==> config.mk <==
export PLATFORM = sky130hd
export DESIGN_NAME = crc16_key_slot_hash
export DESIGN_NICKNAME = d
export VERILOG_FILES = /design/src/sv/cksh_pkg.sv /design/src/sv/crc16_key_slot_hash.sv
export SDC_FILE = /design/constraint.sdc
export NUM_CORES = 1
export LEC_CHECK = 0
export BUFFER_PORTS_ARGS = -buffer_cell sky130_fd_sc_hd__buf_2
export CORE_AREA = 2 2 80 74
export DETAILED_ROUTE_END_ITERATION = 8
export DIE_AREA = 0 0 82 76
export GPL_TIMING_DRIVEN = 0
export PLACE_DENSITY_LB_ADDON = 0.15
export RECOVER_POWER = 50
export SYNTH_ARGS = -nofsm -noshare
export SYNTH_HDL_FRONTEND = slang
export SYNTH_SLANG_ARGS = --single-unit
==> constraint.sdc <==
create_clock -name i_clk -period 2.9 [get_ports i_clk]
set_input_delay 0.725 -clock i_clk [delete_from_list [all_inputs] [get_ports i_clk]]
set_output_delay 0.725 -clock i_clk [all_outputs]
set_load 0.02 [all_outputs]
==> src/sv/cksh_pkg.sv <==
package cksh_pkg;

    // Reflected CRC-16 settings
    localparam logic [15:0] CRC_POLY   = 16'hA001;
    localparam logic [15:0] CRC_XOROUT = 16'hFFFF;

    // Slot width kept from the inverted CRC (1 to 16) and the port width of a slot
    localparam int unsigned SLOT_BITS = 14;
    localparam int unsigned SLOT_W    = 14;

    // Width of the packed output tdata, filled up to whole bytes
    localparam int unsigned OUT_TDATA_W = ((SLOT_W + 7) / 8) * 8;

    // Mask on the 16-bit CRC that keeps the slot bits
    localparam logic [15:0] SLOT_MASK =
        (SLOT_BITS >= 16) ? 16'hFFFF : 16'((32'd1 << SLOT_BITS) - 32'd1);

    // Fold one key byte into the running CRC: eight reflected bit-steps
    function automatic logic [15:0] crc_fold_byte(input logic [15:0] crc,
                                                  input logic [7:0]  data);
        logic [15:0] c;
        c = crc ^ {8'h00, data};
        for (int k = 0; k < 8; k++) begin
            if (c[0]) begin
                c = (c >> 1) ^ CRC_POLY;
            end else begin
                c = c >> 1;
            end
        end
        return c;
    endfunction

endpackage

==> src/sv/crc16_key_slot_hash.sv <==
// o_m_axis_tvalid rises when a key's last item passes from the input to the result register.
// One item per cycle, unless a key's last item must wait for a held result; the CRC fold is
// eight combinational bit-steps between the input and running-CRC/result registers.
// Reset (i_rst_n low, synchronous): running CRC cleared to zero, both stages emptied.
// An empty key (tuser low with tlast high and no earlier bytes) gives slot 16383.
module crc16_key_slot_hash
    import cksh_pkg::*;
(
    input  logic                   i_clk,
    input  logic                   i_rst_n,
    // Input item stream
    input  logic                   i_s_axis_tvalid,
    output logic                   o_s_axis_tready,
    input  logic [7:0]             i_s_axis_tdata,   // [7:0] key_byte
    input  logic                   i_s_axis_tuser,   // [0] byte_valid
    input  logic                   i_s_axis_tlast,   // last_of_key
    // Result stream
    output logic                   o_m_axis_tvalid,
    input  logic                   i_m_axis_tready,
    output logic [OUT_TDATA_W-1:0] o_m_axis_tdata    // [13:0] slot_number, rest zero
);

    // Input register
    logic        r_s1_valid;
    logic [7:0]  r_s1_byte;
    logic        r_s1_bvalid;
    logic        r_s1_last;

    // Running CRC and result register
    logic [15:0]       r_crc;
    logic              r_out_valid;
    logic [SLOT_W-1:0] r_out_slot;

    logic              out_free;
    logic              s1_go;
    logic [15:0]       n_crc;
    logic [15:0]       masked;
    logic [SLOT_W-1:0] n_slot;

    // Advance the input stage when its item needs no result or the result slot frees
    assign out_free        = !r_out_valid || i_m_axis_tready;
    assign s1_go           = r_s1_valid && (!r_s1_last || out_free);
    assign o_s_axis_tready = !r_s1_valid || s1_go;

    // Fold the held byte and form the slot
    always_comb begin
        n_crc = r_s1_bvalid ? crc_fold_byte(r_crc, r_s1_byte) : r_crc;
        masked = (n_crc ^ CRC_XOROUT) & SLOT_MASK;
        n_slot = masked[SLOT_W-1:0];
    end

    // Capture an accepted item
    always_ff @(posedge i_clk) begin
        if (!i_rst_n) begin
            r_s1_valid <= 1'b0;
        end else if (o_s_axis_tready) begin
            r_s1_valid <= i_s_axis_tvalid;
        end
        if (o_s_axis_tready && i_s_axis_tvalid) begin
            r_s1_byte   <= i_s_axis_tdata;
            r_s1_bvalid <= i_s_axis_tuser;
            r_s1_last   <= i_s_axis_tlast;
        end
    end

    // Update the running CRC; clear it at the end of a key
    always_ff @(posedge i_clk) begin
        if (!i_rst_n) begin
            r_crc <= 16'h0000;
        end else if (s1_go) begin
            r_crc <= r_s1_last ? 16'h0000 : n_crc;
        end
    end

    // Hold the result until taken
    always_ff @(posedge i_clk) begin
        if (!i_rst_n) begin
            r_out_valid <= 1'b0;
        end else if (s1_go && r_s1_last) begin
            r_out_valid <= 1'b1;
        end else if (i_m_axis_tready) begin
            r_out_valid <= 1'b0;
        end
        if (s1_go && r_s1_last) begin
            r_out_slot <= n_slot;
        end
    end

    assign o_m_axis_tvalid = r_out_valid;
    assign o_m_axis_tdata  = {{(OUT_TDATA_W - SLOT_W){1'b0}}, r_out_slot};

endmodule

After elaboration in Yosys (flattened, before gate mapping)
Index checks and enable logic that the tools add are counted.
Operators by class
  multiplexer cells: 12
  bitwise logic cells: 10
  reduce and logical (&&, ||, !) cells: 10
Operators by type and width (number)
  $mux W16: 10
  $not A2 Y3: 8
  $xor A16 B8 Y16: 1
  $not A14 Y14: 1
  $logic_and A1 B1 Y1: 3
  $logic_not A1 Y1: 3
  $logic_or A1 B1 Y1: 3
  $mux W1: 2
  $reduce_bool A2 Y1: 1
Storage, ports and cells
  flip-flop bits (word level): 42
  output and inout port bits: 18

Longest topological paths before layout
Gate-level depths: netlist (run 1).
  word-level depth: 19
  mapped depth: 7

Worst setup path after synthesis (run 1)
No wires, ideal clock.
  path type: input -> register
  start point: in i_m_axis_tready
  end point: reg r_out_slot[0] (enable)
  data arrival time: 1.871 ns
  required time: 2.516 ns
  setup slack: 0.644 ns
  cell stages on the path: 4
  path buffers: 1
  path through: nand2b_1 o21ai_1 clkbuf_1 nor2_1
On the way
  cells in the longest elaborated chain, start to end: 4
RTL lines
  start: declaration: line crc16_key_slot_hash.sv:19  | input logic i_m_axis_tready,
  $logic_or A1 B1 Y1: line crc16_key_slot_hash.sv:41  | assign out_free = !r_out_valid || i_m_axis_tready;
  $logic_or A1 B1 Y1: line crc16_key_slot_hash.sv:42  | assign s1_go = r_s1_valid && (!r_s1_last || out_free);
  $logic_and A1 B1 Y1: line crc16_key_slot_hash.sv:42
  $logic_and A1 B1 Y1: line crc16_key_slot_hash.sv:84  | if (s1_go && r_s1_last) begin
  end signal: assignment: line crc16_key_slot_hash.sv:85  | r_out_slot <= n_slot;
  end: declaration: line crc16_key_slot_hash.sv:32  | logic [SLOT_W-1:0] r_out_slot;
Every way passes these cells.
A chain may end at the register's enable or synchronous reset.

Worst setup path in the final report (run 1)
  start point: reg r_s1_last
  end point: reg r_out_slot[3] (enable)
On the way
  cells in the longest elaborated chain, start to end: 4
RTL lines
  start: declaration: line crc16_key_slot_hash.sv:27  | logic r_s1_last;
  start signal: assignment: line crc16_key_slot_hash.sv:62  | r_s1_last <= i_s_axis_tlast;
  $logic_not A1 Y1: line crc16_key_slot_hash.sv:42
  $logic_or A1 B1 Y1: line crc16_key_slot_hash.sv:42
  $logic_and A1 B1 Y1: line crc16_key_slot_hash.sv:42
  $logic_and A1 B1 Y1 (*): line crc16_key_slot_hash.sv:84
Every way passes the cells marked *; elsewhere a longest branch is shown, timed or not.

==> summary.md, run 1 <==
| Metric | Value |
|---|---|
| Worst Hold Class | flop to flop |
| P&R area growth vs syn | 16.6% |
| Maximum clock path buffer count | 2 |
| Worst skew pair latency | 290 ps |
| Number of diodes | 0 |
| Worst path required time | approximately 2900 ps |
| Setup TNS | 0 ps |
| Clk_skew | 2.64 ps |
| Worst-Margin Slew | 747 ps |
| Endpoint type of the worst setup path | flop |
| Initial Utilization | roughly a third |
| I/O Buffers | 28 |
| Total power | between 1000 and 1500 uW |
| DRC viols | 0 |
| CP endpoint | r_out_slot[3] |
| Top FF cell, synth | edfxtp_1 |
| CP Launch Type | flop |
| Post-synth design cell area | about 0.0018 mm^2 |
| Worst Setup SP | r_s1_last |
| Rows | 26 |
| Dominant cell type by area after synthesis | edfxtp_1 |
| Worst R2R Setup Slack | 510 ps |
| Psw | 280 uW |
| Via/cell ratio | approximately 4.4 |
| Post-synthesis register bit count | 42 |
| R2R Path End | r_out_slot[3] |
| CP max FO | 14 |
| Share of the synthesized area in the top cell type | ~39% |
| Pwr/cell area | 562 mW/mm^2 |
| Multi-input gate area | slightly above 700 um^2 |
| Layout Nets | 196 |
| Vias in the first global route | 1150 |
| Drt wl/cell | roughly 13 um |
| Final setup violation count | 0 |
| Cells after Synth | between 100 and 150 |
| Hold WS | 502 ps |
| GP Congestion | roughly 0.8 |
| Relative slew slack | between 50% and 60% |
| Cell variety after synth | 32 |
| Status | complete, no violations |
| Crit Path Class | flop to flop |
| Area of the core | roughly 0.0055 mm^2 |
| IO Count | 32 |
| Share of layout cells above drive strength 1 | 14.8% |
| Clock sinks | 42 |
| RSZ-0062 raised after global routing | no |
| H-tree levels | 2 |
| Reg area | roughly 0.0011 mm^2 |
| Max Freq | roughly 420 MHz |
| Max Cap Violations | 0 |
| Final Max Slew Viols | 0 |
| Period utilization | between 80% and 90% |
| Crit path DAT | 2390 ps |
| Final hold vios | 0 |
| Sw frac | 23.3% |
| Final Critical Period | about 2400 ps |
| Leakage | around 0.0008 uW |
| Largest net degree at the start of global routing | 15 |
| Synthesized area per cell | ~13 um^2 |
| First-pass GRT wire length | 5.69 mm |
| Finished Cell Area | between 0.002 and 0.0025 mm^2 |
| Gr usage total | between 10% and 20% |
| Placed cell area | between 0.002 and 0.0025 mm^2 |
| Most common cell in the netlist | edfxtp_1 |
| Total global routing overflow | 0 |
| Fill count | 550 |
| Synth top area cells | edfxtp_1, dfxtp_1, mux2i_1 |
| Post-DRT Antenna Nets | 0 |
| Number of synthesized flops with an enable pin | 24 |
| R2R depth | 5 |
| Die X | 82 um |
| Cell Int Power | between 900 and 1000 uW |
| HPWL after DPL | ~2.5 mm |
| Die Ht | ~76 um |
| Initial antenna violation count | 0 |
| Clock Pin Slew Worst Setup and Hold Paths | approximately 70 ps |
| Combinational power share | about an eighth |
| DRT Wirelength | between 3 and 4 mm |
| Routed via count | approximately 1100 |
| Sequential Power Share | roughly 55% |
| Commonest cells post-synth | edfxtp_1, dfxtp_1, mux2i_1, xnor2_1, nand2_1 |
| Seq/Total Area, Yosys | between 50% and 60% |
| CTS buffer count | 5 |
| 1st-iter DRT viols | 51 |
| Root Buffer | clkbuf_8 |
| Async S/R FF share, synth | 0% |
| Die ar. | approximately 0.0062 mm^2 |
| Clock power share | about a third |
| R2r startpoint | r_s1_last |
| Initial DRT Pass Iterations | 4 |
| TritonCTS clock tree | done |
| Maximum vdd drop | ~0.27 mV |
| Yosys warns | 0 |
how the worst min path moves through the flow:
stage	startpoint	end	slack, ps	cells after the start
after global placement	r_crc[15]	r_crc[15]	470	2
after global routing	r_crc[15]	r_crc[15]	520	2
after floorplan	r_crc[15]	r_crc[15]	460	2
after CTS	r_crc[15]	r_crc[15]	510	2
after detailed placement	r_crc[15]	r_crc[15]	500	2
final	r_crc[15]	r_crc[15]	500	2
critical path, stage by stage, from the launching register on:
cell	delay (ps)
edfxtp_1	330
clkbuf_1	300
inv_1	170
o21ai_1	550
clkbuf_1	470
nor2_2	280
area by class of cell:
cell class | instances | area share [%]
Sequential cell | 42 | 50.7
Multi-Input combinational cell | 95 | 33.2
Timing Repair Buffer | 28 | 5.69
Clock buffer | 8 | 4.22
Tap cell | 70 | 4.11
Buffer | 8 | 1.76
Inverter | 2 | 0.352
registers in the layout, summed over array words and instances (netlist names):
register / count
o_m_axis_tvalid: 1
r_s1_bvalid: 1
r_s1_byte: 8
r_s1_valid: 1
r_crc: 16
r_s1_last: 1
r_out_slot: 14
logic make-up (layout without fill, tap and decap cells):
kind of cell,count (synthesis),count (layout),synth area share (%)
flip-flops,42,42,59.1
buffers and inverters,10,46,2.53
multiplexers,13,13,7.11
other,1,2,0.205
AO/OA/AOI/OAI,21,21,6.91
AND/OR/NAND/NOR,38,38,10.9
XOR/XNOR,21,21,13.3
repair_timing:
| action | CTS | global route |
|---|---|---|
| setup endpoints to repair | 0 | 14 |
| hold buffers | 0 | 0 |
| endpoints found under the hold margin | 0 | 0 |
| resized for setup | 0 | 1 |
| buffers inserted | 0 | 0 |
metal layers:
layer	vias to the layer above	GRT usage (%)	share of wire, %
met5	-	0	0
met4	0	5.17	2.0
met3	6	4.50	5.7
met2	31	18.3	45
met1	507	16.2	47
li1	572	-	-
cells in the final DEF, fill, tap and decap left out, drive strengths merged:
cell     count
conb         2
o21bai       1
o2bb2ai      1
nor3         5
a21oi        5
nand2b       1
a21o         1
a22oi        1
xor3         1
and3         2
nor2b        6
nand2       10
and2         9
a31o         1
clkbuf      29
xnor2       11
o21ai        9
xor2         7
mux2i       13
inv          2
buf         15
dfxtp       18
xnor3        2
or2          1
a21boi       2
nand3        2
edfxtp      24
nor2         2
power groups by stage:
stage / combinational (uW) / sequential (uW) / clock [uW]
after floorplan: 111 / 682 / 0
after CTS: 156 / 664 / 399
after global routing: 172 / 666 / 425
after global placement: 154 / 677 / 0
after detailed placement: 155 / 677 / 0
final: 152 / 664 / 383
per-stage QoR:
| step | utilization, % | instances | setup WS, ps |
|---|---|---|---|
| 6_report | 39.0 | 253 | 506 |
| 5_1_grt | 39.0 | 253 | 190 |
| 4_1_cts | 39.4 | 253 | 141 |
| 3_5_place_dp | 37.7 | 245 | -0.226 |
| 3_3_place_gp | 37.7 | 245 | 61.0 |
| 2_1_floorplan | - | 147 | 644 |
No activity file was read; power rests on OpenSTA's default activity.
==> run 2: changes to the inputs <==
==> constraint.sdc (replaced) <==
create_clock -name i_clk -period 2.45 [get_ports i_clk]
set_input_delay 0.6125 -clock i_clk [delete_from_list [all_inputs] [get_ports i_clk]]
set_output_delay 0.6125 -clock i_clk [all_outputs]
set_load 0.02 [all_outputs]
==> summary.md, run 2 (synthesis results as in run 1) <==
| Metric | Value |
|---|---|
| Status | complete, no violations |
| R2R depth | 5 (unchanged) |
| Psw | 333 uW (+19%) |
| Maximum vdd drop | 0.322 mV (+19%) |
| DRT Wirelength | 3.32 mm (-0.12%) |
| RSZ-0062 raised after global routing | no |
| Cell Int Power | 1090 uW (+18%) |
| Final Max Slew Viols | 0 (unchanged) |
| Clock sinks | 42 (unchanged) |
| Worst path max stage delay | 620 ps (+70 ps) |
| Layout Nets | 196 (unchanged) |
| Die X | 82 um (unchanged) |
| Initial Utilization | 33.5% (unchanged) |
| Util after Layout | 39.1% (+0.092 points) |
| Via/cell ratio | 4.42 (about the same) |
| Share of layout cells above drive strength 1 | 15.8% (+1.1 points) |
| Placed cell area | 0.00206 mm^2 (unchanged) |
| R2r startpoint | r_s1_last |
| Worst Hold End | r_s1_byte[7] |
| CP Launch Type | flop |
| I/O Buffers | 28 (unchanged) |
| Worst R2R Setup Slack | 280 ps (-220 ps) |
| Die ar. | 0.00623 mm^2 (unchanged) |
| Fill count | 550 (unchanged) |
| Top flop regs | r_crc (16), r_out_slot (14), r_s1_byte (8) |
| Leakage | 0.000782 uW (+0.52%) |
| GP Congestion | 0.784 (unchanged) |
| Vias in the first global route | 1148 (-0.17%) |
| Gr usage total | 12.3% (-0.074 points) |
| Buf+Inv Stages, Crit Path | 3 (unchanged) |
| CP max FO | 14 (unchanged) |
| Worst Hold Class | input port to flop |
| P&R area growth vs syn | 16.9% |
| Crit Path Class | flop to flop |
| Finished Cell Area | 0.00214 mm^2 (+0.23%) |
| Sw frac | 23.4% (+0.075 points) |
| Top reg by flops | r_crc |
| 1st-iter DRT viols | 42 (-18%) |
| Worst skew pair latency | 290 ps (about the same) |
| Largest net degree at the start of global routing | 15 (unchanged) |
| CP top delay family | buffers and inverters |
| H-tree levels | 2 (unchanged) |
| Rows | 26 (unchanged) |
| HPWL after DPL | 2.47 mm (unchanged) |
| Period utilization | 88.4% (+5.9 points) |
| Hold path start | i_s_axis_tdata[7] |
| Slowest CP cell | nor2_2 |
| Endpoint type of the worst setup path | flop |
| Commonest non-fill, non-tap cell in the layout | edfxtp_1 |
| Crit path DAT | 2090 ps (-300 ps) |
| Initial DRT Pass Iterations | 4 (unchanged) |
| DRC viols | 0 (unchanged) |
| Max Cap Violations | 0 (unchanged) |
| Post-DRT Antenna Nets | 0 (unchanged) |
| Routed via count | 1117 (+0.090%) |
| TritonCTS clock tree | done |
| Maximum clock path buffer count | 2 (unchanged) |
| Initial antenna violation count | 0 (unchanged) |
| Combinational power share | 12.7% (about the same) |
| Number of diodes | 0 (unchanged) |
| Worst-Margin Slew | 748 ps (+0.847 ps) |
| Max Freq | 461 MHz (+10%) |
| IO Count | 32 (unchanged) |
| Pwr/cell area | 665 mW/mm^2 (+18%) |
| Root Buffer | clkbuf_8 |
| Hold depth | 1 (-1) |
| Worst path required time | 2380 ps (-510 ps) |
| Final setup violation count | 0 (unchanged) |
| Clock Pin Slew Worst Setup and Hold Paths | 70 ps (about the same) |
| R2R Path End | r_out_slot[6] |
| Drt wl/cell | 13.1 um (-0.12%) |
| Final Critical Period | 2170 ps (-227 ps) |
| Max FFs per register | 16 (unchanged) |
| Area of the core | 0.00547 mm^2 (unchanged) |
| Clock power share | 32.0% (about the same) |
| CTS buffer count | 5 (unchanged) |
| CP cell instances | clkbuf_1 -> inv_1 -> o21ai_2 -> clkbuf_2 -> nor2_2 |
| Final hold vios | 0 (unchanged) |
| First-pass GRT wire length | 5.66 mm (-0.60%) |
| Total global routing overflow | 0 (unchanged) |
| Sequential Power Share | 55.3% (about the same) |
| Clk_skew | 1.79 ps (-0.854 ps) |
| Setup Buffers After CTS | 0 (unchanged) |
| Die Ht | 76 um (unchanged) |
| Most frequent cells in the layout | edfxtp_1, clkbuf_1, dfxtp_1 |
| Relative slew slack | 50.1% (-0.057 points) |
run 2: cell counts in the layout (fill, tap and decap cells not counted):
No cell type changed its count.
run 2: area by class of cell:
| type | instances | area, um^2 | area share (%) |
|---|---|---|---|
| inverters | 2 | 7.51 | 0.351 |
| clock buffers | 8 | 90.1 | 4.21 |
| well taps | 70 | 87.6 | 4.10 |
| repair buffers | 28 | 121 | 5.68 |
| flip-flops and latches | 42 | 1080 | 50.6 |
| plain buffers | 8 | 38.8 | 1.81 |
| multi-input cells | 95 | 712 | 33.3 |
run 2: stage by stage:
stage / setup slack, ps / total power, uW / setup TNS [ps] / std cells / hold slack [ps]
3_5_place_dp: -338 / 985 / -4720 / 245 / 499
4_1_cts: 23.6 / 1440 / 0 / 253 / 480
5_1_grt: 80.4 / 1500 / 0 / 253 / 476
6_report: 283 / 1420 / 0 / 253 / 490
3_3_place_gp: -276 / 983 / -3860 / 245 / 474
2_1_floorplan: 307 / 940 / 0 / 147 / 461
run 2: what timing repair did:
action | in CTS | in global routing
hold buffers | 0 | 0
pin swaps | 0 | 0
setup endpoints to repair | 14 | 21
resized for setup | 1 | 3
run 2: worst max-delay path by stage:
stage / from / endpoint / slack (ps) / depth (start not counted)
finish: r_s1_last / r_out_slot[6] / 280 / 5
global route: r_s1_last / r_out_slot[0] / 80 / 5
CTS: r_s1_last / r_out_slot[0] / 20 / 5
detailed placement: i_m_axis_tready / r_out_slot[4] / -340 / 5
global placement: i_m_axis_tready / r_out_slot[7] / -280 / 5
floorplan: i_m_axis_tready / r_out_slot[0] / 310 / 4
run 2: power by group through the flow:
stage / clock [uW] / combinational, uW / sequential [uW]
final: 455 / 181 / 786
after global routing: 504 / 204 / 788
after CTS: 472 / 185 / 785
after detailed placement: 0 / 183 / 802
after global placement: 0 / 182 / 801
after floorplan: 0 / 132 / 808
run 2: layer usage:
metal	track usage [%]	part of all wire, %	wire length [um]	up-vias
met4	5.17	2.0	68	0
met1	16.2	47	1560	507
li1	-	-	-	573
met2	18.0	45	1500	31
met5	0	0	0	-
met3	4.50	5.8	192	6
==> run 3: changes to the inputs <==
--- a/config.mk
+++ b/config.mk
@@ -6,9 +6,9 @@
 export NUM_CORES = 1
 export LEC_CHECK = 0
 export BUFFER_PORTS_ARGS = -buffer_cell sky130_fd_sc_hd__buf_2
-export CORE_AREA = 2 2 80 74
+export CORE_AREA = 2 2 86 80
 export DETAILED_ROUTE_END_ITERATION = 8
-export DIE_AREA = 0 0 82 76
+export DIE_AREA = 0 0 88 82
 export GPL_TIMING_DRIVEN = 0
 export PLACE_DENSITY_LB_ADDON = 0.15
 export RECOVER_POWER = 50
==> summary.md, run 3 (synthesis results as in run 1) <==
| Metric | Value |
|---|---|
| Crit Path Class | flop to flop |
| H-tree levels | 2 (unchanged) |
| Relative slew slack | 49.2% (-0.85 points) |
| Max Freq | 443 MHz (-4.0%) |
| Routed via count | 1164 (+4.2%) |
| Total power | 1520 uW (+6.9%) |
| Endpoint type of the worst setup path | flop |
| Layout Nets | 196 (unchanged) |
| Maximum vdd drop | 0.302 mV (-6.1%) |
| 1st-iter DRT viols | 34 (-19%) |
| Initial Utilization | 28.8% (-4.6 points) |
| Worst-Margin Slew | 761 ps (+12.8 ps) |
| Initial DRT Pass Iterations | 4 (unchanged) |
| Largest net degree at the start of global routing | 15 (unchanged) |
| Drt wl/cell | 13.4 um (+2.2%) |
| Leakage | 0.000787 uW (+0.70%) |
| Max FFs per register | 16 (unchanged) |
| Clk_skew | 10.0 ps (+8.25 ps) |
| DRC viols | 0 (unchanged) |
| Cell Int Power | 1160 uW (+6.8%) |
| Placed cell area | 0.00209 mm^2 (+1.2%) |
| Status | complete, no violations |
| Worst path required time | 2370 ps (about the same) |
| Total global routing overflow | 0 (unchanged) |
| CP max FO | 14 (unchanged) |
| Commonest non-fill, non-tap cell in the layout | edfxtp_1 |
| Psw | 357 uW (+7.3%) |
| IO Count | 32 (unchanged) |
| RSZ-0062 raised after global routing | no |
| Root Buffer | clkbuf_8 |
| Finished Cell Area | 0.00218 mm^2 (+2.1%) |
| Clock sinks | 42 (unchanged) |
| Most frequent cells in the layout | edfxtp_1, clkbuf_1, dfxtp_1 |
| Slowest CP cell | nor2_2 |
| Die ar. | 0.00722 mm^2 (+16%) |
| Top flop regs | r_crc (16), r_out_slot (14), r_s1_byte (8) |
| Worst Hold Class | input port to flop |
| Rows | 28 (+7.7%) |
| Initial antenna violation count | 0 (unchanged) |
| Share of layout cells above drive strength 1 | 16.4% (+0.55 points) |
| CTS buffer count | 5 (unchanged) |
| CTS Hold Bufs | 0 (unchanged) |
| Final hold vios | 0 (unchanged) |
| Final Max Slew Viols | 0 (unchanged) |
| Die Ht | 82 um (+7.9%) |
| Area of the core | 0.00634 mm^2 (+16%) |
| TritonCTS clock tree | done |
| HPWL after DPL | 2.67 mm (+8.0%) |
| Via/cell ratio | 4.26 (-3.4%) |
| Gr usage total | 10.8% (-1.4 points) |
| CP cell instances | clkbuf_1 -> inv_1 -> o21ai_2 -> clkbuf_2 -> nor2_2 |
| First-pass GRT wire length | 5.73 mm (+1.3%) |
| Maximum clock path buffer count | 2 (unchanged) |
| Combinational power share | 12.1% (-0.6 points) |
| Clock Pin Slew Worst Setup and Hold Paths | 80 ps (about the same) |
| Worst path max stage delay | 630 ps (about the same) |
| Final Critical Period | 2260 ps (+91.1 ps) |
| Period utilization | 92.2% (+3.7 points) |
| I/O Buffers | 28 (unchanged) |
| Top reg by flops | r_crc |
| Post-DRT Antenna Nets | 0 (unchanged) |
| Sw frac | 23.5% (+0.075 points) |
| Buf+Inv Stages, Crit Path | 3 (unchanged) |
| Number of diodes | 0 (unchanged) |
| Clock power share | 36.1% (+4.1 points) |
| Final setup violation count | 0 (unchanged) |
| Util after Layout | 34.4% (-4.7 points) |
| CP Launch Type | flop |
| Worst skew pair latency | 300 ps (about the same) |
| Sequential Power Share | 51.7% (-3.6 points) |
| Vias in the first global route | 1154 (+0.52%) |
| GP Congestion | 0.683 (-13%) |
| Max Cap Violations | 0 (unchanged) |
| Die X | 88 um (+7.3%) |
| P&R area growth vs syn | 19.4% |
| Crit path DAT | 2180 ps (+90 ps) |
| Pwr/cell area | 696 mW/mm^2 (+4.7%) |
| DRT Wirelength | 3.66 mm (+10%) |
| CP top delay family | buffers and inverters |
==> run 3: cell types whose count changed in the layout (fill, tap and decap cells not counted), sizes merged <==
cell      before  now
bufinv         0    1
clkinvlp       0    1
clkbuf        29   27
==> run 3: metrics by stage <==
step	TNS, ps	hold slack [ps]	setup slack, ps	std cells
floorplan	0	461	307	147
global placement	-5410	471	-387	265
detailed placement	-6100	490	-437	265
CTS	0	480	75.4	273
global route	0	475	28.1	273
finish	0	489	192	273
==> run 3: layout make-up <==
class                   instances  area, um^2
fillers                       644        4160
flip-flops and latches         42        1080
multi-input cells              95         712
repair buffers                 28         121
well taps                      90         113
clock buffers                   6        72.6
plain buffers                   8        38.8
clock inverters                 2        37.5
inverters                       2        7.51
==> run 3: path summary, 6_finish.rpt <==
path,startpoint,end,slack (ps),cells after the start
min reg2reg,r_crc[15],r_crc[15],500,2
min,i_s_axis_tdata[4],r_s1_byte[4],490,1
max,r_s1_last,r_out_slot[0],190,5
max reg2reg,r_s1_last,r_out_slot[0],190,5
==> run 3: power groups by stage <==
| stage | Clock, uW | Sequential [uW] | Combinational, uW |
|---|---|---|---|
| after floorplan | 0 | 808 | 132 |
| after global placement | 0 | 801 | 184 |
| after detailed placement | 0 | 802 | 187 |
| after CTS | 563 | 786 | 188 |
| after global routing | 585 | 788 | 202 |
| final | 549 | 786 | 185 |
==> run 3: what timing repair did <==
| item | in CTS | in global routing |
|---|---|---|
| gates resized for setup | 2 | 2 |
| setup buffers | 0 | 0 |
| setup endpoints to repair | 14 | 14 |
==> run 3: per-layer routing <==
layer  up-vias  share of wire [%]  GRT usage [%]
met2        31                 47           17.8
met5         -                  0              0
met1       553                 46           13.0
met4         0                2.3           4.92
li1        573                  -              -
met3         7                4.7           3.32
